--- config.mk ---
export PLATFORM = sky130hd
export DESIGN_NAME = csv_stream_tokenizer_unit
export DESIGN_NICKNAME = d
export VERILOG_FILES = /design/src/design/csvt_pkg.sv /design/src/design/csvt_in_reg.sv /design/src/design/csvt_parser.sv /design/src/design/csvt_res_buf.sv /design/src/design/csv_stream_tokenizer_unit.sv
export VERILOG_INCLUDE_DIRS = /design/src /design/src/design
export SDC_FILE = /design/constraint.sdc
export NUM_CORES = 1
export LEC_CHECK = 0
export BUFFER_PORTS_ARGS = -buffer_cell sky130_fd_sc_hd__buf_4
export CORE_UTILIZATION = 40
export CTS_CLUSTER_SIZE = 10
export DETAILED_ROUTE_END_ITERATION = 10
export PLACE_DENSITY_LB_ADDON = 0.05
export SLEW_MARGIN = 10
export SYNTH_ARGS = -nofsm -noshare
export SYNTH_HDL_FRONTEND = slang
export SYNTH_SLANG_ARGS = --single-unit
export TNS_END_PERCENT = 5
--- constraint.sdc ---
create_clock -name clk_i -period 8.27 [get_ports clk_i]
set_clock_uncertainty 0.1 [all_clocks]
set_input_delay 1.2405 -clock clk_i [delete_from_list [all_inputs] [get_ports clk_i]]
set_output_delay 1.2405 -clock clk_i [all_outputs]
set_load 0.02 [all_outputs]
--- src/design/assert_macros.svh ---
// Assertion macros for the CSV tokenizer; clocked on clk_i, disabled in reset.
// Bodies compile away when SYNTHESIS is defined.
`ifndef ASSERT_MACROS_SVH
`define ASSERT_MACROS_SVH
`ifndef SYNTHESIS
`define CSVT_ASSERT(lbl, prop) \
  lbl: assert property (@(posedge clk_i) disable iff (!rst_ni) (prop)) \
    else $error("csvt assertion failed");
`define CSVT_ASSERT_IMPL(lbl, ante, cons) \
  lbl: assert property (@(posedge clk_i) disable iff (!rst_ni) (ante) |-> (cons)) \
    else $error("csvt assertion failed");
`else
`define CSVT_ASSERT(lbl, prop)
`define CSVT_ASSERT_IMPL(lbl, ante, cons)
`endif
`endif

--- src/design/csvt_pkg.sv ---
// Shared types and constants of the CSV stream tokenizer.
// No dependencies.
`default_nettype none
package csvt_pkg;

  localparam int unsigned MaxColumns = 1024;
  localparam int unsigned ColBits    = 11;
  localparam int unsigned RecBits    = 16;
  localparam int unsigned MaxRes     = 3;
  localparam int unsigned OutDataW   = 40;

  localparam logic [7:0] ChComma   = 8'h2C;
  localparam logic [7:0] ChNewline = 8'h0A;
  localparam logic [7:0] ChQuote   = 8'h22;

  localparam logic [ColBits-1:0] ColMax = ColBits'(MaxColumns);
  localparam logic [RecBits-1:0] RecMax = '1;

  typedef enum logic [1:0] {
    KIND_BYTE = 2'd0,
    KIND_FEND = 2'd1,
    KIND_REND = 2'd2,
    KIND_ERR  = 2'd3
  } kind_e;

  typedef enum logic [2:0] {
    ERR_NONE    = 3'd0,
    ERR_QUOTE   = 3'd1,
    ERR_AFTERQ  = 3'd2,
    ERR_COUNT   = 3'd3,
    ERR_UNTERM  = 3'd4
  } err_e;

  typedef struct packed {
    kind_e              kind;
    logic [7:0]         field_byte;
    logic [ColBits-1:0] col_idx;
    logic [RecBits-1:0] record_index;
    err_e               error_code;
    logic               last_of_run;
  } res_t;

  typedef struct packed {
    logic       inside_quotes;
    logic       quote_pending;
    logic       field_open;
    logic [ColBits-1:0] cur_cols;
    logic [ColBits-1:0] exp_cols;
    logic       first_done;
    logic [RecBits-1:0] rec_cnt;
    logic       err_seen;
  } st_t;

  typedef struct packed {
    logic       ready;
    logic [1:0] count;
  } buf_stat_t;

endpackage
`default_nettype wire

--- src/design/csvt_in_reg.sv ---
// Input register of the CSV tokenizer: holds one byte item until the parser takes it.
// Depends on csvt_pkg.
`default_nettype none
module csvt_in_reg import csvt_pkg::*; (
  input  wire logic       clk_i,
  input  wire logic       rst_ni,
  input  wire logic       s_valid_i,
  output logic            s_ready_o,
  input  wire logic [7:0] byte_i,
  input  wire logic       eoi_i,
  input  wire logic       take_ready_i,
  output logic            valid_o,
  output logic [7:0]      byte_o,
  output logic            eoi_o,
  output logic            adv_o
);

  logic       valid_q;
  logic [7:0] byte_q;
  logic       eoi_q;

  assign adv_o     = valid_q && take_ready_i;
  assign s_ready_o = !valid_q || adv_o;
  assign valid_o   = valid_q;
  assign byte_o    = byte_q;
  assign eoi_o     = eoi_q;

  always_ff @(posedge clk_i or negedge rst_ni) begin
    if (!rst_ni) begin
      valid_q <= 1'b0;
    end else if (s_valid_i && s_ready_o) begin
      valid_q <= 1'b1;
    end else if (adv_o) begin
      valid_q <= 1'b0;
    end
  end

  always_ff @(posedge clk_i) begin
    if (s_valid_i && s_ready_o) begin
      byte_q <= byte_i;
      eoi_q  <= eoi_i;
    end
  end

endmodule
`default_nettype wire

--- src/design/csvt_parser.sv ---
// Tokenizer state and per-byte decision logic; produces up to three results per byte.
// Depends on csvt_pkg.
`default_nettype none
module csvt_parser import csvt_pkg::*; (
  input  wire logic       clk_i,
  input  wire logic       rst_ni,
  input  wire logic       adv_i,
  input  wire logic [7:0] byte_i,
  input  wire logic       eoi_i,
  output res_t [MaxRes-1:0] res_o,
  output logic [1:0]      n_o
);

  st_t               st_q, st_d;
  res_t [MaxRes-1:0] res_d;
  logic [1:0]        n_d;
  logic [ColBits-1:0] total_a, total_b;

  always_comb begin
    st_d    = st_q;
    res_d   = '0;
    n_d     = 2'd0;
    total_a = '0;
    total_b = '0;
    if (!st_q.err_seen) begin
      if (st_q.inside_quotes && !st_q.quote_pending) begin
        if (byte_i == ChQuote) begin
          st_d.quote_pending = 1'b1;
        end else begin
          res_d[n_d] = '{KIND_BYTE, byte_i, st_d.cur_cols, st_d.rec_cnt, ERR_NONE, 1'b0};
          n_d = n_d + 2'd1;
        end
      end else if (st_q.inside_quotes && byte_i == ChQuote) begin
        st_d.quote_pending = 1'b0;
        res_d[n_d] = '{KIND_BYTE, byte_i, st_d.cur_cols, st_d.rec_cnt, ERR_NONE, 1'b0};
        n_d = n_d + 2'd1;
      end else if (byte_i == ChComma || byte_i == ChNewline) begin
        res_d[n_d] = '{KIND_FEND, 8'd0, st_d.cur_cols, st_d.rec_cnt, ERR_NONE, 1'b0};
        n_d = n_d + 2'd1;
        if (st_d.cur_cols < ColMax) begin
          st_d.cur_cols = st_d.cur_cols + ColBits'(1);
        end
        st_d.field_open    = 1'b0;
        st_d.inside_quotes = 1'b0;
        st_d.quote_pending = 1'b0;
        if (byte_i == ChNewline) begin
          total_a = st_d.cur_cols;
          if (st_d.first_done && total_a != st_d.exp_cols) begin
            res_d[n_d] = '{KIND_ERR, 8'd0, total_a, st_d.rec_cnt, ERR_COUNT, 1'b0};
            n_d = n_d + 2'd1;
            st_d.err_seen = 1'b1;
          end else begin
            if (!st_d.first_done) begin
              st_d.exp_cols   = total_a;
              st_d.first_done = 1'b1;
            end
            res_d[n_d] = '{KIND_REND, 8'd0, total_a, st_d.rec_cnt, ERR_NONE, 1'b0};
            n_d = n_d + 2'd1;
            st_d.cur_cols = '0;
            if (st_d.rec_cnt < RecMax) begin
              st_d.rec_cnt = st_d.rec_cnt + RecBits'(1);
            end
          end
        end
      end else if (st_q.inside_quotes) begin
        res_d[n_d] = '{KIND_ERR, 8'd0, st_d.cur_cols, st_d.rec_cnt, ERR_AFTERQ, 1'b0};
        n_d = n_d + 2'd1;
        st_d.err_seen = 1'b1;
      end else if (byte_i == ChQuote) begin
        if (st_q.field_open) begin
          res_d[n_d] = '{KIND_ERR, 8'd0, st_d.cur_cols, st_d.rec_cnt, ERR_QUOTE, 1'b0};
          n_d = n_d + 2'd1;
          st_d.err_seen = 1'b1;
        end else begin
          st_d.inside_quotes = 1'b1;
          st_d.field_open    = 1'b1;
        end
      end else begin
        st_d.field_open = 1'b1;
        res_d[n_d] = '{KIND_BYTE, byte_i, st_d.cur_cols, st_d.rec_cnt, ERR_NONE, 1'b0};
        n_d = n_d + 2'd1;
      end

      if (eoi_i && !st_d.err_seen) begin
        if (st_d.inside_quotes && !st_d.quote_pending) begin
          res_d[n_d] = '{KIND_ERR, 8'd0, st_d.cur_cols, st_d.rec_cnt, ERR_UNTERM, 1'b0};
          n_d = n_d + 2'd1;
          st_d.err_seen = 1'b1;
        end else if (st_d.field_open || st_d.cur_cols != '0 || st_d.inside_quotes) begin
          res_d[n_d] = '{KIND_FEND, 8'd0, st_d.cur_cols, st_d.rec_cnt, ERR_NONE, 1'b0};
          n_d = n_d + 2'd1;
          if (st_d.cur_cols < ColMax) begin
            st_d.cur_cols = st_d.cur_cols + ColBits'(1);
          end
          total_b = st_d.cur_cols;
          if (st_d.first_done && total_b != st_d.exp_cols) begin
            res_d[n_d] = '{KIND_ERR, 8'd0, total_b, st_d.rec_cnt, ERR_COUNT, 1'b0};
          end else begin
            res_d[n_d] = '{KIND_REND, 8'd0, total_b, st_d.rec_cnt, ERR_NONE, 1'b0};
          end
          n_d = n_d + 2'd1;
        end
      end
    end
    if (eoi_i) begin
      st_d = '0;
    end
  end

  always_ff @(posedge clk_i or negedge rst_ni) begin
    if (!rst_ni) begin
      st_q <= '0;
    end else if (adv_i) begin
      st_q <= st_d;
    end
  end

  assign res_o = res_d;
  assign n_o   = n_d;

endmodule
`default_nettype wire

--- src/design/csvt_res_buf.sv ---
// Result register of the CSV tokenizer: holds the results of one byte and hands
// them out one per cycle while the receiver is ready. Depends on csvt_pkg.
`default_nettype none
module csvt_res_buf import csvt_pkg::*; (
  input  wire logic              clk_i,
  input  wire logic              rst_ni,
  input  wire logic              load_i,
  input  wire res_t [MaxRes-1:0] res_i,
  input  wire logic [1:0]        n_i,
  input  wire logic              m_ready_i,
  output logic                   m_valid_o,
  output res_t                   m_res_o,
  output buf_stat_t              stat_o
);

  res_t [MaxRes-1:0] res_q;
  res_t [MaxRes-1:0] res_l;
  logic [1:0]        cnt_q;
  logic [1:0]        rd_q;
  logic              take;

  assign m_valid_o    = cnt_q != 2'd0;
  assign take         = m_valid_o && m_ready_i;
  assign m_res_o      = res_q[rd_q];
  assign stat_o.ready = (cnt_q == 2'd0) || (cnt_q == 2'd1 && m_ready_i);
  assign stat_o.count = cnt_q;

  always_ff @(posedge clk_i or negedge rst_ni) begin
    if (!rst_ni) begin
      cnt_q <= 2'd0;
      rd_q  <= 2'd0;
    end else if (load_i) begin
      cnt_q <= n_i;
      rd_q  <= 2'd0;
    end else if (take) begin
      cnt_q <= cnt_q - 2'd1;
      rd_q  <= rd_q + 2'd1;
    end
  end

  always_comb begin
    res_l = res_i;
    for (int i = 0; i < MaxRes; i++) begin
      res_l[i].last_of_run = (2'(i) + 2'd1) == n_i;
    end
  end

  always_ff @(posedge clk_i) begin
    if (load_i) begin
      res_q <= res_l;
    end
  end

endmodule
`default_nettype wire

--- src/design/csv_stream_tokenizer_unit.sv ---
// Top level of the CSV stream tokenizer: input register, parser, result register.
// Depends on csvt_pkg, csvt_in_reg, csvt_parser, csvt_res_buf and assert_macros.svh.
//
// Usage:
//   Slave stream takes one CSV byte per item: tdata is the byte, tlast marks the
//   last byte of the file. Master stream gives tokens: tuser is the kind (field
//   byte, field end, record end, error), tlast marks the last token of a byte.
//   A byte yields zero to three tokens; tokens leave one per cycle while the receiver is ready.
//   Path: an accepted byte is held in the input register, decoded by the parser
//   and loaded into the result register once that register can take it.
//   Throughput: one byte per cycle while each byte yields at most one token and
//   the receiver is ready; a byte with more tokens holds the input until all but
//   its last token have left the single output port of the result register.
//   After the first error, bytes are consumed silently until the byte marked
//   tlast; that byte returns the parser to its reset state.
//   Reset clears the parser state and drops any held byte or token.
//   When the receiver stalls, the result register holds its tokens, the input
//   register holds one byte, and s_axis_tready falls.
`default_nettype none
`include "assert_macros.svh"
module csv_stream_tokenizer_unit import csvt_pkg::*; (
  input  wire logic                clk_i,
  input  wire logic                rst_ni,
  input  wire logic                s_axis_tvalid,
  output logic                     s_axis_tready,
  input  wire logic [7:0]          s_axis_tdata,  // data_byte
  input  wire logic                s_axis_tlast,  // end_of_input
  output logic                     m_axis_tvalid,
  input  wire logic                m_axis_tready,
  output logic [OutDataW-1:0]      m_axis_tdata,  // field_byte, col_idx, record_index, error_code, pad
  output logic [1:0]               m_axis_tuser,  // kind
  output logic                     m_axis_tlast   // last_of_run
);

  logic              in_valid;
  logic [7:0]        in_byte;
  logic              in_eoi;
  logic              adv;
  res_t [MaxRes-1:0] res;
  logic [1:0]        n_res;
  res_t              out_res;
  buf_stat_t         bstat;

  csvt_in_reg u_in_reg (
    .clk_i        (clk_i),
    .rst_ni       (rst_ni),
    .s_valid_i    (s_axis_tvalid),
    .s_ready_o    (s_axis_tready),
    .byte_i       (s_axis_tdata),
    .eoi_i        (s_axis_tlast),
    .take_ready_i (bstat.ready),
    .valid_o      (in_valid),
    .byte_o       (in_byte),
    .eoi_o        (in_eoi),
    .adv_o        (adv)
  );

  csvt_parser u_parser (
    .clk_i  (clk_i),
    .rst_ni (rst_ni),
    .adv_i  (adv),
    .byte_i (in_byte),
    .eoi_i  (in_eoi),
    .res_o  (res),
    .n_o    (n_res)
  );

  csvt_res_buf u_res_buf (
    .clk_i     (clk_i),
    .rst_ni    (rst_ni),
    .load_i    (adv),
    .res_i     (res),
    .n_i       (n_res),
    .m_ready_i (m_axis_tready),
    .m_valid_o (m_axis_tvalid),
    .m_res_o   (out_res),
    .stat_o    (bstat)
  );

  assign m_axis_tuser = out_res.kind;
  assign m_axis_tlast = out_res.last_of_run;
  assign m_axis_tdata = {2'b00, out_res.error_code, out_res.record_index,
                         out_res.col_idx, out_res.field_byte};

  `CSVT_ASSERT_IMPL(a_adv_valid, adv, in_valid && (bstat.count == 2'd0 || m_axis_tready))
  `CSVT_ASSERT_IMPL(a_err_code, m_axis_tvalid && out_res.kind == KIND_ERR, out_res.error_code != ERR_NONE)
  `CSVT_ASSERT_IMPL(a_no_code, m_axis_tvalid && out_res.kind != KIND_ERR, out_res.error_code == ERR_NONE)
  `CSVT_ASSERT_IMPL(a_byte_zero, m_axis_tvalid && m_axis_tuser != KIND_BYTE, m_axis_tdata[7:0] == 8'd0)
  `CSVT_ASSERT(a_last_on_final, !(m_axis_tvalid && bstat.count == 2'd1) || m_axis_tlast)

endmodule
`default_nettype wire

==> run_summary.xml, run 1 <==
<?xml version="1.0" encoding="UTF-8"?>
<metrics>
  <group name="run_status">
    <metric name="run_status" unit="">complete, no violations</metric>
  </group>
  <group name="placed_design">
    <metric name="dp.final_hpwl" unit="mm">28.2</metric>
    <metric name="gp_routability_congestion" unit="">0.966</metric>
    <metric name="io_buffers" unit="">55</metric>
    <metric name="placed_area" unit="mm²">0.0120</metric>
    <metric name="dp.cells" unit="">1631</metric>
    <metric name="placement.setup.worst_slack" unit="ns">2.34</metric>
  </group>
  <group name="floorplanning">
    <metric name="design.die.area" unit="mm²">0.0289</metric>
    <metric name="die_width" unit="µm">170</metric>
    <metric name="height_of_the_die" unit="µm">170</metric>
    <metric name="floorplan.core_area" unit="mm²">0.0278</metric>
    <metric name="io-pin-count" unit="">58</metric>
    <metric name="num_rows" unit="">61</metric>
    <metric name="starting_utilization_of_the_core_area" unit="%">40.7</metric>
  </group>
  <group name="worst_setup_path">
    <metric name="start_of_the_worst_register_to_register_path" unit="">u_parser.st_q[29]</metric>
    <metric name="worstPathArrival" unit="ns">6.21</metric>
    <metric name="maximum_fanout_along_the_worst_path" unit="">12</metric>
    <metric name="timing.setup.critical_path_class" unit="">flip-flop to flip-flop</metric>
    <metric name="critical_path.reg2reg.endpoint" unit="">u_res_buf.res_q[1]</metric>
    <metric name="data_required_time_of_the_worst_path" unit="ns">8.30</metric>
    <metric name="critical_path.startpoint" unit="">u_parser.st_q[29]</metric>
    <metric name="critical-path-max-stage-delay" unit="ns">0.64</metric>
    <metric name="series_of_cell_instances_along_the_critical_path" unit="">ha_1 -&gt; nand4b_4 -&gt; nor2_2 -&gt; xnor2_1 -&gt; o2111a_1 -&gt; a31oi_1 -&gt; nor2_1 -&gt; o31ai_1 -&gt; buf_4 -&gt; ha_1 -&gt; nand2_1 -&gt; nor4_1 -&gt; o22ai_1 -&gt; nor3_2 -&gt; xnor3_1 -&gt; a21oi_1 -&gt; nand4b_2 -&gt; o211ai_1 -&gt; a21oi_1</metric>
    <metric name="crit_end" unit="">u_res_buf.res_q[1]</metric>
    <metric name="worstRegToRegCells" unit="">19</metric>
    <metric name="cp_top_family" unit="">compound AO/OA/AOI/OAI gates</metric>
    <metric name="critPathLaunchType" unit="">flip-flop</metric>
    <metric name="critical_path_buf_inv_count" unit="">1</metric>
    <metric name="critical_path_cell_count" unit="">19</metric>
    <metric name="slowest_stage" unit="">sky130_fd_sc_hd__dfrtp_1</metric>
    <metric name="r2r_slack" unit="ns">2.10</metric>
    <metric name="cp-end-kind" unit="">flip-flop</metric>
  </group>
  <group name="layout">
    <metric name="postLayoutCellArea" unit="mm²">0.0125</metric>
    <metric name="area.sequential" unit="mm²">0.00463</metric>
    <metric name="antenna_cells_inserted" unit="">0</metric>
    <metric name="multiInputGateArea" unit="mm²">0.00621</metric>
    <metric name="flow.area_growth_from_synthesis" unit="%">11.1</metric>
    <metric name="layout-drive-gt1-share" unit="%">13.5</metric>
    <metric name="final_cells" unit="">1663</metric>
    <metric name="nets" unit="">1297</metric>
    <metric name="n_fill_cell" unit="">2742</metric>
    <metric name="fin_util" unit="%">45.2</metric>
  </group>
  <group name="yosys">
    <metric name="synth-compound-area-share" unit="%">23.3</metric>
    <metric name="netlist_instances" unit="">1266</metric>
    <metric name="post_synth_fa_ha_maj_area_fraction" unit="%">1.33</metric>
    <metric name="synth_top_family_by_area" unit="">compound AO/OA/AOI/OAI gates</metric>
    <metric name="synth-seq-cells" unit="">162</metric>
    <metric name="synthSimpleGateAreaFrac" unit="%">21.2</metric>
    <metric name="post_synth_num_cell_types" unit="">107</metric>
    <metric name="number_of_flops_mapped_to_enable_cells_by_yosys" unit="">114</metric>
    <metric name="synth.yosys.seq_area_share" unit="%">40.9</metric>
    <metric name="synth_warnings" unit="">0</metric>
    <metric name="postSynth.asyncResetShare" unit="%">29.6</metric>
    <metric name="netlist_area" unit="mm²">0.0113</metric>
    <metric name="synthXorXnorAreaFrac" unit="%">4.98</metric>
    <metric name="synthesized_area_per_cell" unit="µm²">8.92</metric>
    <metric name="synthFlopType" unit="">sky130_fd_sc_hd__edfxtp_1</metric>
    <metric name="post_synth_mux_area_share" unit="%">3.95</metric>
  </group>
  <group name="routing">
    <metric name="ant_nets" unit="">0</metric>
    <metric name="via_per_inst" unit="">6.19</metric>
    <metric name="drtIter0Drc" unit="">1301</metric>
    <metric name="wl_per_cell" unit="µm">24.4</metric>
    <metric name="finalWirelength" unit="mm">40.6</metric>
    <metric name="drc_violations_left" unit="">0</metric>
    <metric name="drtPass1Iterations" unit="">5</metric>
    <metric name="via_count" unit="">10300</metric>
  </group>
  <group name="clocking">
    <metric name="cts_root_buffer" unit="">sky130_fd_sc_hd__clkbuf_16</metric>
    <metric name="post-cts-setup-buffer-count" unit="">0</metric>
    <metric name="cts_buffers" unit="">17</metric>
    <metric name="postCtsResizedCells" unit="">0</metric>
    <metric name="clockBufferDepth" unit="">2</metric>
    <metric name="htree_levels" unit="">4</metric>
    <metric name="ctsHoldBuffers" unit="">0</metric>
    <metric name="cts.clk_slew.worst_paths" unit="ns">0.08</metric>
    <metric name="clock_latency" unit="ns">0.44</metric>
    <metric name="cts.sinks" unit="">162</metric>
    <metric name="tritoncts" unit="">yes</metric>
  </group>
  <group name="min_path">
    <metric name="min_path_cells" unit="">2</metric>
    <metric name="hold_path_class" unit="">flip-flop to flip-flop</metric>
  </group>
  <group name="timing">
    <metric name="finalSetupViolations" unit="">0</metric>
    <metric name="grt_setup_unrepaired" unit="">no</metric>
    <metric name="period_minus_slack" unit="ns">6.17</metric>
    <metric name="fin_worst_hold_slack" unit="ns">0.444</metric>
    <metric name="final.setup.worst_slack" unit="ns">2.10</metric>
    <metric name="worstMarginPinSlew" unit="ns">1.12</metric>
    <metric name="hold_viol_final" unit="">0</metric>
    <metric name="slew_headroom" unit="%">24.9</metric>
    <metric name="share_of_the_cycle_needed_by_the_critical_path_after_routing" unit="%">74.7</metric>
    <metric name="fmaxAchievable" unit="GHz">0.162</metric>
    <metric name="setup_tns" unit="ns">0</metric>
    <metric name="report.final.slew_viol_count" unit="">0</metric>
  </group>
  <group name="global_route">
    <metric name="aggregate_global_routing_overflow" unit="">0</metric>
    <metric name="global_route.usage.met1" unit="%">43.8</metric>
    <metric name="top_usage_layer" unit="">met1</metric>
    <metric name="vias_in_the_first_global_route" unit="">9291</metric>
    <metric name="grt_max_degree" unit="">68</metric>
    <metric name="globalRouteMet2Util" unit="%">40.9</metric>
    <metric name="antenna_found_initial" unit="">0</metric>
    <metric name="global_route.usage.met3" unit="%">4.65</metric>
    <metric name="groute.usage.overall" unit="%">28.6</metric>
    <metric name="grt_first_pass_wirelength" unit="mm">61.4</metric>
  </group>
  <group name="pwr">
    <metric name="post-layout-total-power" unit="mW">3.29</metric>
    <metric name="vdd_ir_drop_max" unit="V">0.000142</metric>
    <metric name="power_density" unit="mW/mm²">262</metric>
    <metric name="p_leak" unit="nW">4.56</metric>
  </group>
  <group name="flow_run">
    <metric name="timing.max_cap.violations" unit="">0</metric>
  </group>
</metrics>
## worst min-delay path by stage
stage / end / slack (ns) / start
5_1_grt: u_parser.st_q[25] / 0.48 / u_parser.st_q[25]
3_3_place_gp: u_parser.st_q[26] / 0.41 / u_parser.st_q[26]
4_1_cts: u_parser.st_q[25] / 0.44 / u_parser.st_q[25]
2_1_floorplan: u_parser.st_q[25] / 0.37 / u_parser.st_q[25]
6_report: u_parser.st_q[26] / 0.44 / u_parser.st_q[26]
3_5_place_dp: u_parser.st_q[25] / 0.43 / u_parser.st_q[25]
## cell families after synthesis
group	after synthesis
other cells	1
flops	162
xor+xnor	53
compound gates	404
mux	44
fa+ha+maj	12
buf+inv	116
simple gates	474
## per-layer routing
metal  wire, µm  vias up  share of wire [%]
li1           -     4687                  -
met1      19300     4978                 48
met2      17000      562                 42
met3       3340       59                8.2
met4        910        0                2.2
met5          0        -                  0
## worst min-delay path, stage by stage (launching register included)
cell,delay [ns]
sky130_fd_sc_hd__dfrtp_1,0.38
sky130_fd_sc_hd__nand2_1,0.05
sky130_fd_sc_hd__o21ai_0,0.07
## power by group
part | internal, mW | leakage [nW] | switching (mW)
clock network | 0.396 | 0.264 | 0.383
logic | 0.395 | 2.53 | 0.868
registers | 1.16 | 1.77 | 0.0861
## cell usage after synthesis (all sizes together) (5+ instances only)
cell type / count / area (µm²)
or3: 10 / 67.6
a2111oi: 6 / 72.6
and2: 25 / 156
nand3: 42 / 215
nor2b: 16 / 100
nor3: 30 / 176
and3: 20 / 125
clkbuf: 70 / 263
a22oi: 18 / 140
buf: 24 / 139
o211ai: 11 / 87.6
xnor3: 5 / 113
o31ai: 12 / 109
a22o: 11 / 96.3
o21ai: 129 / 664
a31oi: 15 / 93.8
nand4: 7 / 43.8
a21oi: 115 / 576
edfxtp: 114 / 3420
a211oi: 10 / 80.1
ha: 12 / 150
a21o: 7 / 52.6
inv: 19 / 71.3
nor2: 114 / 438
o22ai: 21 / 131
xor2: 12 / 113
xnor2: 35 / 314
nor4: 14 / 160
mux2i: 39 / 390
o21a: 7 / 60.1
dfrtp: 48 / 1200
nand2b: 10 / 70.1
or2: 5 / 31.3
mux2: 5 / 56.3
nand2: 161 / 604
## placed cells by master, fill, tap and decap left out, types with 19 or more instances in the layout
cell                       synthesis  routed
sky130_fd_sc_hd__nor3_1           26      25
sky130_fd_sc_hd__mux2i_1          39      39
sky130_fd_sc_hd__o21ai_0         109     109
sky130_fd_sc_hd__xnor2_1          34      34
sky130_fd_sc_hd__inv_1            19      19
sky130_fd_sc_hd__o22ai_1          21      21
sky130_fd_sc_hd__and3_1           20      20
sky130_fd_sc_hd__nand2_1         161     161
sky130_fd_sc_hd__nand3_1          41      41
sky130_fd_sc_hd__a21oi_1         115     115
sky130_fd_sc_hd__edfxtp_1        114     114
sky130_fd_sc_hd__dfrtp_1          48      46
sky130_fd_sc_hd__nor2_1          110     110
sky130_fd_sc_hd__and2_1           24      24
sky130_fd_sc_hd__buf_4             5      80
## cell type report
cell class	instances	share of cell area, %
Tap cell	378	3.77
Clock inverter	13	0.927
Multi-Input combinational cell	989	49.5
Sequential cell	162	36.9
Inverter	22	0.678
Clock buffer	19	3.45
Timing Repair Buffer	80	4.79
## registers in the layout, summed over array words and instances, names as in the netlist
register / count
u_res_buf.res_q: 105
u_in_reg.eoi_o: 1
u_res_buf.cnt_q: 2
u_in_reg.valid_o: 1
u_res_buf.rd_q: 2
u_in_reg.byte_o: 8
u_parser.st_q: 43
No activity file was read; power rests on OpenSTA's default activity.
==> run 2: changes to the inputs <==
Clock period 8.27 ns to 6.5 ns, I/O delays scaled along.
==> run 2 against run 1 <==
Via count down 0.13%. First-iteration DRC count down 2.7%. Sequential share of layout area down 0.55 points. Count of clock-buffer cells in the layout unchanged. Critical path depth unchanged. Register-to-register slack worse by 1.3 ns. Total power up 30%. Critical path type unchanged.
==> run_summary.xml, run 2 (synthesized netlist as in run 1, its figures left out) <==
<?xml version="1.0" encoding="UTF-8"?>
<metrics>
  <group name="run_status">
    <metric name="run_status" unit="">complete, no violations</metric>
  </group>
  <group name="layout">
    <metric name="register_name_with_the_most_flops" unit="">u_res_buf.res_q</metric>
    <metric name="layout.cells.most_common_list" unit="">sky130_fd_sc_hd__nand2_1 (161), sky130_fd_sc_hd__a21oi_1 (115), sky130_fd_sc_hd__edfxtp_1 (114), sky130_fd_sc_hd__nor2_1 (110), sky130_fd_sc_hd__o21ai_0 (109)</metric>
    <metric name="n_fill_cell" unit="">2740</metric>
    <metric name="final_cells" unit="">1683</metric>
    <metric name="layout-drive-gt1-share" unit="%">14.8</metric>
    <metric name="final_common_cell" unit="">sky130_fd_sc_hd__nand2_1</metric>
    <metric name="largest_reg_flops" unit="">105</metric>
    <metric name="flow.area_growth_from_synthesis" unit="%">12.8</metric>
    <metric name="nets" unit="">1317</metric>
    <metric name="antenna_cells_inserted" unit="">0</metric>
  </group>
  <group name="floorplanning">
    <metric name="floorplan.core_area" unit="mm²">0.0278</metric>
    <metric name="num_rows" unit="">61</metric>
    <metric name="starting_utilization_of_the_core_area" unit="%">40.7</metric>
    <metric name="die_width" unit="µm">170</metric>
    <metric name="design.die.area" unit="mm²">0.0289</metric>
    <metric name="height_of_the_die" unit="µm">170</metric>
    <metric name="io-pin-count" unit="">58</metric>
  </group>
  <group name="pwr">
    <metric name="power.combinational.fraction" unit="%">37.6</metric>
    <metric name="power.net_switching" unit="mW">1.71</metric>
    <metric name="internal_power" unit="mW">2.57</metric>
    <metric name="power_switching_share" unit="%">39.9</metric>
    <metric name="p_leak" unit="nW">4.69</metric>
    <metric name="vdd_ir_drop_max" unit="V">0.000227</metric>
    <metric name="post-layout-total-power" unit="mW">4.27</metric>
    <metric name="power_frac_clock" unit="%">25.6</metric>
    <metric name="p_seq_share" unit="%">36.8</metric>
    <metric name="power_density" unit="mW/mm²">335</metric>
  </group>
  <group name="timing">
    <metric name="report.final.slew_viol_count" unit="">0</metric>
    <metric name="grt_setup_unrepaired" unit="">no</metric>
    <metric name="slew_headroom" unit="%">23.4</metric>
    <metric name="fmaxAchievable" unit="GHz">0.175</metric>
    <metric name="setup_tns" unit="ns">0</metric>
    <metric name="worstMarginPinSlew" unit="ns">1.15</metric>
    <metric name="period_minus_slack" unit="ns">5.71</metric>
    <metric name="share_of_the_cycle_needed_by_the_critical_path_after_routing" unit="%">87.9</metric>
    <metric name="hold_viol_final" unit="">0</metric>
    <metric name="finalSetupViolations" unit="">0</metric>
  </group>
  <group name="clocking">
    <metric name="clock_latency" unit="ns">0.44</metric>
    <metric name="ctsHoldBuffers" unit="">0</metric>
    <metric name="htree_levels" unit="">4</metric>
    <metric name="clockBufferDepth" unit="">2</metric>
    <metric name="tritoncts" unit="">yes</metric>
    <metric name="cts_buffers" unit="">17</metric>
    <metric name="cts.sinks" unit="">162</metric>
    <metric name="cts.clk_slew.worst_paths" unit="ns">0.08</metric>
    <metric name="cts_root_buffer" unit="">sky130_fd_sc_hd__clkbuf_16</metric>
  </group>
  <group name="routing">
    <metric name="drc_violations_left" unit="">0</metric>
    <metric name="via_count" unit="">10300</metric>
    <metric name="via_per_inst" unit="">6.10</metric>
    <metric name="drtIter0Drc" unit="">1266</metric>
    <metric name="finalWirelength" unit="mm">40.8</metric>
    <metric name="ant_nets" unit="">0</metric>
    <metric name="wl_per_cell" unit="µm">24.3</metric>
    <metric name="drtPass1Iterations" unit="">6</metric>
  </group>
  <group name="worst_setup_path">
    <metric name="critical_path.reg2reg.endpoint" unit="">u_res_buf.res_q[63]</metric>
    <metric name="worst_path_most_repeated_cell" unit="">sky130_fd_sc_hd__nor2_1</metric>
    <metric name="worstRegToRegCells" unit="">19</metric>
    <metric name="critical_path_buf_inv_count" unit="">3</metric>
    <metric name="critical-path-max-stage-delay" unit="ns">0.75</metric>
    <metric name="r2r_slack" unit="ns">0.79</metric>
    <metric name="start_of_the_worst_register_to_register_path" unit="">u_parser.st_q[30]</metric>
    <metric name="critPathLaunchType" unit="">flip-flop</metric>
    <metric name="cp-end-kind" unit="">flip-flop</metric>
    <metric name="timing.setup.critical_path_class" unit="">flip-flop to flip-flop</metric>
    <metric name="maximum_fanout_along_the_worst_path" unit="">13</metric>
    <metric name="data_required_time_of_the_worst_path" unit="ns">6.56</metric>
    <metric name="slowest_stage" unit="">sky130_fd_sc_hd__a21oi_1</metric>
    <metric name="worstPathArrival" unit="ns">5.77</metric>
    <metric name="cp_top_family" unit="">compound AO/OA/AOI/OAI gates</metric>
    <metric name="series_of_cell_instances_along_the_critical_path" unit="">ha_1 -&gt; nand4b_4 -&gt; nor2_2 -&gt; xnor2_1 -&gt; o2111a_1 -&gt; a31oi_1 -&gt; buf_4 -&gt; nor2_1 -&gt; o31ai_1 -&gt; inv_1 -&gt; ha_1 -&gt; o2111ai_1 -&gt; nor4_4 -&gt; buf_4 -&gt; nand2b_1 -&gt; a21oi_1 -&gt; nor2_1 -&gt; a222oi_1 -&gt; nor2_1</metric>
  </group>
  <group name="flow_run">
    <metric name="timing.max_cap.violations" unit="">0</metric>
  </group>
  <group name="placed_design">
    <metric name="io_buffers" unit="">55</metric>
    <metric name="dp.cells" unit="">1645</metric>
    <metric name="dp.final_hpwl" unit="mm">28.4</metric>
    <metric name="gp_routability_congestion" unit="">0.981</metric>
  </group>
  <group name="min_path">
    <metric name="sink_of_the_worst_hold_path" unit="">u_parser.st_q[20]</metric>
    <metric name="min-delay-start" unit="">u_parser.st_q[20]</metric>
    <metric name="min_path_cells" unit="">2</metric>
    <metric name="hold_path_class" unit="">flip-flop to flip-flop</metric>
  </group>
  <group name="global_route">
    <metric name="grt_first_pass_wirelength" unit="mm">61.8</metric>
    <metric name="groute.usage.overall" unit="%">28.8</metric>
    <metric name="global_route.usage.met3" unit="%">4.33</metric>
    <metric name="global_route.usage.met1" unit="%">43.8</metric>
    <metric name="antenna_found_initial" unit="">1</metric>
    <metric name="globalRouteMet2Util" unit="%">41.4</metric>
    <metric name="vias_in_the_first_global_route" unit="">9447</metric>
    <metric name="top_usage_layer" unit="">met1</metric>
    <metric name="aggregate_global_routing_overflow" unit="">0</metric>
    <metric name="grt_max_degree" unit="">84</metric>
  </group>
</metrics>
-- run 2: changes by cell type in the layout (fill, tap and decap cells not counted) --
cell and delta:
sky130_fd_sc_hd__buf_4 +20, sky130_fd_sc_hd__clkinv_4 -2, sky130_fd_sc_hd__nor3_4 -1, sky130_fd_sc_hd__inv_6 -2
sky130_fd_sc_hd__inv_8 +2, sky130_fd_sc_hd__nor3_2 +1, sky130_fd_sc_hd__bufinv_16 +2
-- run 2: per-layer routing --
metal / vias to the layer above / share of wire, %
met4: 0 / 2.2
met2: 471 / 42
met3: 57 / 7.2
met5: - / 0
met1: 5015 / 48
li1: 4730 / -
-- run 2: area by class of cell --
type	instances	area (µm²)	share of cell area, %
Tap cell	378	473	3.71
Multi-Input combinational cell	989	6210	48.7
Clock inverter	13	164	1.29
Clock buffer	19	433	3.40
Inverter	22	85.1	0.668
Sequential cell	162	4630	36.3
Timing Repair Buffer	100	751	5.89
-- run 2: how the worst max path moves through the flow --
stage / start / to / cells after the start
after floorplan: u_in_reg.byte_o[4] / u_res_buf.res_q[80] / 16
after global placement: u_parser.st_q[30] / u_res_buf.res_q[31] / 17
final: u_parser.st_q[30] / u_res_buf.res_q[63] / 19
after detailed placement: u_parser.st_q[30] / u_res_buf.res_q[31] / 17
after global routing: u_parser.st_q[30] / u_res_buf.res_q[39] / 19
after CTS: u_parser.st_q[30] / u_res_buf.res_q[31] / 17
-- run 2: timing repair --
action,CTS,global route
setup buffers,0,6
hold endpoints to repair,0,0
endpoints found under the setup margin,0,1
resized for setup,0,0
-- run 2: worst reg2reg max path, delay by kind of cell, from the launching register on --
| family | cells | cell delay, ns |
|---|---|---|
| AOI/OAI and AO/OA | 6 | 2.25 |
| adders and majority gates | 2 | 0.57 |
| DFF | 1 | 0.61 |
| buffers and inverters | 3 | 0.45 |
| xor gates and xnor gates | 1 | 0.18 |
| and+or+nand+nor | 7 | 1.26 |
-- run 2: power by group through the flow --
stage	logic (mW)	registers (mW)	clock network [mW]
5_1_grt	1.74	1.60	1.14
2_1_floorplan	0.978	1.58	0
4_1_cts	1.62	1.57	1.10
6_report	1.61	1.57	1.09
3_3_place_gp	1.61	1.59	0
3_5_place_dp	1.61	1.59	0
-- run 2: through the flow --
step	area, µm²	hold WS [ns]	util [%]	setup slack [ns]
floorplan	11300	0.373	-	1.41
finish	12700	0.441	45.9	0.789
CTS	12700	0.431	45.7	0.528
global placement	12100	0.413	43.6	0.615
global route	12700	0.469	45.9	0.426
detailed placement	12100	0.414	43.6	0.560
==> run 3: changes to the inputs <==
Settings changed: BUFFER_PORTS_ARGS -buffer_cell sky130_fd_sc_hd__buf_4 to default, DONT_BUFFER_PORTS from default to 1.
==> run 3 against run 2 <==
The run now ends with design-rule violations left. First-iteration DRC count shrank 20%. Non-clock buffer count fell by 64. Fmax fell by 4.3%. Combinational power fell by 16%. Global-route usage fell by 0.45 points. Cell count shrank 3.8%. Die area stayed put. Register-to-register slack worse by 0.26 ns. Design area is 4.0% lower. Hold slack worse by 0.32 ns. Total power down 7.4%. Critical path type unchanged.
==> run_summary.xml, run 3 (synthesized netlist as in run 1, its figures left out) <==
<?xml version="1.0" encoding="UTF-8"?>
<metrics>
  <group name="run_status">
    <metric name="run_status" unit="">finished with violations</metric>
    <metric name="violations_in_the_final_reports" unit="">design-rule violations</metric>
  </group>
  <group name="pwr">
    <metric name="power_density" unit="mW/mm²">323</metric>
    <metric name="internal_power" unit="mW">2.31</metric>
    <metric name="power_switching_share" unit="%">41.5</metric>
    <metric name="power.combinational.fraction" unit="%">34.2</metric>
    <metric name="vdd_ir_drop_max" unit="V">0.000142</metric>
    <metric name="p_seq_share" unit="%">39.8</metric>
    <metric name="power_frac_clock" unit="%">25.9</metric>
    <metric name="p_leak" unit="nW">4.36</metric>
    <metric name="power.net_switching" unit="mW">1.64</metric>
  </group>
  <group name="floorplanning">
    <metric name="floorplan.core_area" unit="mm²">0.0278</metric>
    <metric name="io-pin-count" unit="">58</metric>
    <metric name="design.die.area" unit="mm²">0.0289</metric>
    <metric name="num_rows" unit="">61</metric>
    <metric name="starting_utilization_of_the_core_area" unit="%">40.7</metric>
    <metric name="height_of_the_die" unit="µm">170</metric>
    <metric name="die_width" unit="µm">170</metric>
  </group>
  <group name="layout">
    <metric name="register_name_with_the_most_flops" unit="">u_res_buf.res_q</metric>
    <metric name="multiInputGateArea" unit="mm²">0.00621</metric>
    <metric name="nets" unit="">1253</metric>
    <metric name="final_cells" unit="">1619</metric>
    <metric name="area.sequential" unit="mm²">0.00463</metric>
    <metric name="largest_reg_flops" unit="">105</metric>
    <metric name="layout-drive-gt1-share" unit="%">10.6</metric>
    <metric name="flow.area_growth_from_synthesis" unit="%">8.29</metric>
    <metric name="n_fill_cell" unit="">2790</metric>
    <metric name="final_common_cell" unit="">sky130_fd_sc_hd__nand2_1</metric>
    <metric name="antenna_cells_inserted" unit="">0</metric>
    <metric name="layout.cells.most_common_list" unit="">sky130_fd_sc_hd__nand2_1 (161), sky130_fd_sc_hd__a21oi_1 (115), sky130_fd_sc_hd__edfxtp_1 (114), sky130_fd_sc_hd__nor2_1 (110), sky130_fd_sc_hd__o21ai_0 (109)</metric>
  </group>
  <group name="worst_setup_path">
    <metric name="series_of_cell_instances_along_the_critical_path" unit="">ha_1 -&gt; nand4b_4 -&gt; nor2_2 -&gt; xnor2_1 -&gt; o2111a_1 -&gt; a31oi_1 -&gt; nor2_1 -&gt; o31ai_1 -&gt; buf_4 -&gt; ha_1 -&gt; nand2_1 -&gt; nor4_1 -&gt; o22ai_1 -&gt; nor3_2 -&gt; xnor3_1 -&gt; a21oi_1 -&gt; nand4b_2 -&gt; a32oi_1 -&gt; o21ai_1</metric>
    <metric name="critPathLaunchType" unit="">flip-flop</metric>
    <metric name="critical_path_buf_inv_count" unit="">1</metric>
    <metric name="cp-end-kind" unit="">flip-flop</metric>
    <metric name="worst_path_most_repeated_cell" unit="">sky130_fd_sc_hd__ha_1</metric>
    <metric name="worstPathArrival" unit="ns">6.05</metric>
    <metric name="critical-path-max-stage-delay" unit="ns">0.62</metric>
    <metric name="slowest_stage" unit="">sky130_fd_sc_hd__dfrtp_1</metric>
    <metric name="cp_top_family" unit="">compound AO/OA/AOI/OAI gates</metric>
    <metric name="timing.setup.critical_path_class" unit="">flip-flop to flip-flop</metric>
    <metric name="maximum_fanout_along_the_worst_path" unit="">10</metric>
    <metric name="data_required_time_of_the_worst_path" unit="ns">6.58</metric>
  </group>
  <group name="timing">
    <metric name="final.setup.worst_slack" unit="ns">0.533</metric>
    <metric name="hold_viol_final" unit="">0</metric>
    <metric name="fin_worst_hold_slack" unit="ns">0.119</metric>
    <metric name="finalSetupViolations" unit="">0</metric>
    <metric name="slew_headroom" unit="%">21.2</metric>
    <metric name="grt_setup_unrepaired" unit="">no</metric>
    <metric name="worstMarginPinSlew" unit="ns">1.18</metric>
    <metric name="share_of_the_cycle_needed_by_the_critical_path_after_routing" unit="%">91.8</metric>
    <metric name="setup_tns" unit="ns">0</metric>
    <metric name="period_minus_slack" unit="ns">5.97</metric>
    <metric name="report.final.slew_viol_count" unit="">0</metric>
    <metric name="fmaxAchievable" unit="GHz">0.168</metric>
  </group>
  <group name="clocking">
    <metric name="ctsHoldBuffers" unit="">0</metric>
    <metric name="cts_buffers" unit="">17</metric>
    <metric name="htree_levels" unit="">4</metric>
    <metric name="cts_root_buffer" unit="">sky130_fd_sc_hd__clkbuf_16</metric>
    <metric name="cts.clk_slew.worst_paths" unit="ns">0.08</metric>
    <metric name="clockBufferDepth" unit="">2</metric>
    <metric name="post-cts-setup-buffer-count" unit="">0</metric>
    <metric name="tritoncts" unit="">yes</metric>
    <metric name="cts.sinks" unit="">162</metric>
    <metric name="clock_latency" unit="ns">0.45</metric>
  </group>
  <group name="placed_design">
    <metric name="dp.final_hpwl" unit="mm">28.1</metric>
    <metric name="dp.cells" unit="">1587</metric>
    <metric name="gp_routability_congestion" unit="">0.951</metric>
    <metric name="io_buffers" unit="">0</metric>
    <metric name="placement.setup.worst_slack" unit="ns">0.663</metric>
  </group>
  <group name="min_path">
    <metric name="hold_path_class" unit="">input port to asynchronous set/reset pin</metric>
  </group>
  <group name="routing">
    <metric name="via_count" unit="">9993</metric>
    <metric name="ant_nets" unit="">0</metric>
    <metric name="drtPass1Iterations" unit="">8</metric>
    <metric name="drc_violations_left" unit="">2</metric>
    <metric name="finalWirelength" unit="mm">40.2</metric>
    <metric name="drtIter0Drc" unit="">1008</metric>
    <metric name="via_per_inst" unit="">6.17</metric>
    <metric name="wl_per_cell" unit="µm">24.8</metric>
  </group>
  <group name="global_route">
    <metric name="vias_in_the_first_global_route" unit="">9130</metric>
    <metric name="grt_first_pass_wirelength" unit="mm">60.0</metric>
    <metric name="aggregate_global_routing_overflow" unit="">0</metric>
    <metric name="grt_max_degree" unit="">76</metric>
    <metric name="antenna_found_initial" unit="">1</metric>
    <metric name="groute.usage.overall" unit="%">28.3</metric>
  </group>
  <group name="flow_run">
    <metric name="timing.max_cap.violations" unit="">0</metric>
  </group>
</metrics>
-- run 3: changes by cell type in the layout (fill, tap and decap cells not counted), sizes merged --
cell / delta
clkbuf: -2
buf: -64
clkinv: +2
bufinv: -1
clkinvlp: +1
-- run 3: final timing paths --
kind                              startpoint                   to  slack, ns  depth (start not counted)
hold reg to reg            u_parser.st_q[20]    u_parser.st_q[20]       0.43                          2
min in group clk_i         u_parser.st_q[20]    u_parser.st_q[20]       0.43                          2
hold / removal                        rst_ni    u_parser.st_q[13]       0.12                          0
max in group asynchronous             rst_ni    u_parser.st_q[38]       6.04                          0
setup reg to reg           u_parser.st_q[30]  u_res_buf.res_q[80]       0.53                         19
setup / recovery           u_parser.st_q[30]  u_res_buf.res_q[80]       0.53                         19
-- run 3: what timing repair did --
| item | CTS | global route |
|---|---|---|
| gates resized for setup | 0 | 1 |
| endpoints found under the setup margin | 0 | 2 |
| endpoints found under the hold margin | 0 | 0 |
-- run 3: final cells by class --
class	count	share of cell area, %
flip-flops and latches	162	37.8
repair buffers	36	2.21
clock inverters	15	1.19
well taps	378	3.87
clock buffers	17	3.48
inverters	22	0.695
multi-input cells	989	50.7
-- run 3: layer usage --
metal / GRT usage (%) / up-vias / routed length [µm]
met3: 6.58 / 68 / 3450
li1: - / 4584 / -
met2: 39.9 / 465 / 16900
met4: 9.83 / 2 / 952
met1: 41.9 / 4874 / 18900
met5: 0 / - / 11
-- run 3: metrics by stage --
step | utilization (%) | power, mW | cell area [µm²]
after floorplan | - | 2.56 | 11300
after global placement | 42.0 | 2.95 | 11700
after detailed placement | 42.0 | 2.95 | 11700
after CTS | 44.0 | 3.97 | 12200
after global routing | 44.0 | 4.14 | 12200
final | 44.0 | 3.96 | 12200
-- run 3: power groups by stage --
stage	clock network, mW	logic, mW	registers (mW)
floorplan	0	0.978	1.58
global placement	0	1.35	1.59
detailed placement	0	1.36	1.60
CTS	1.04	1.36	1.58
global route	1.08	1.46	1.60
finish	1.03	1.35	1.58
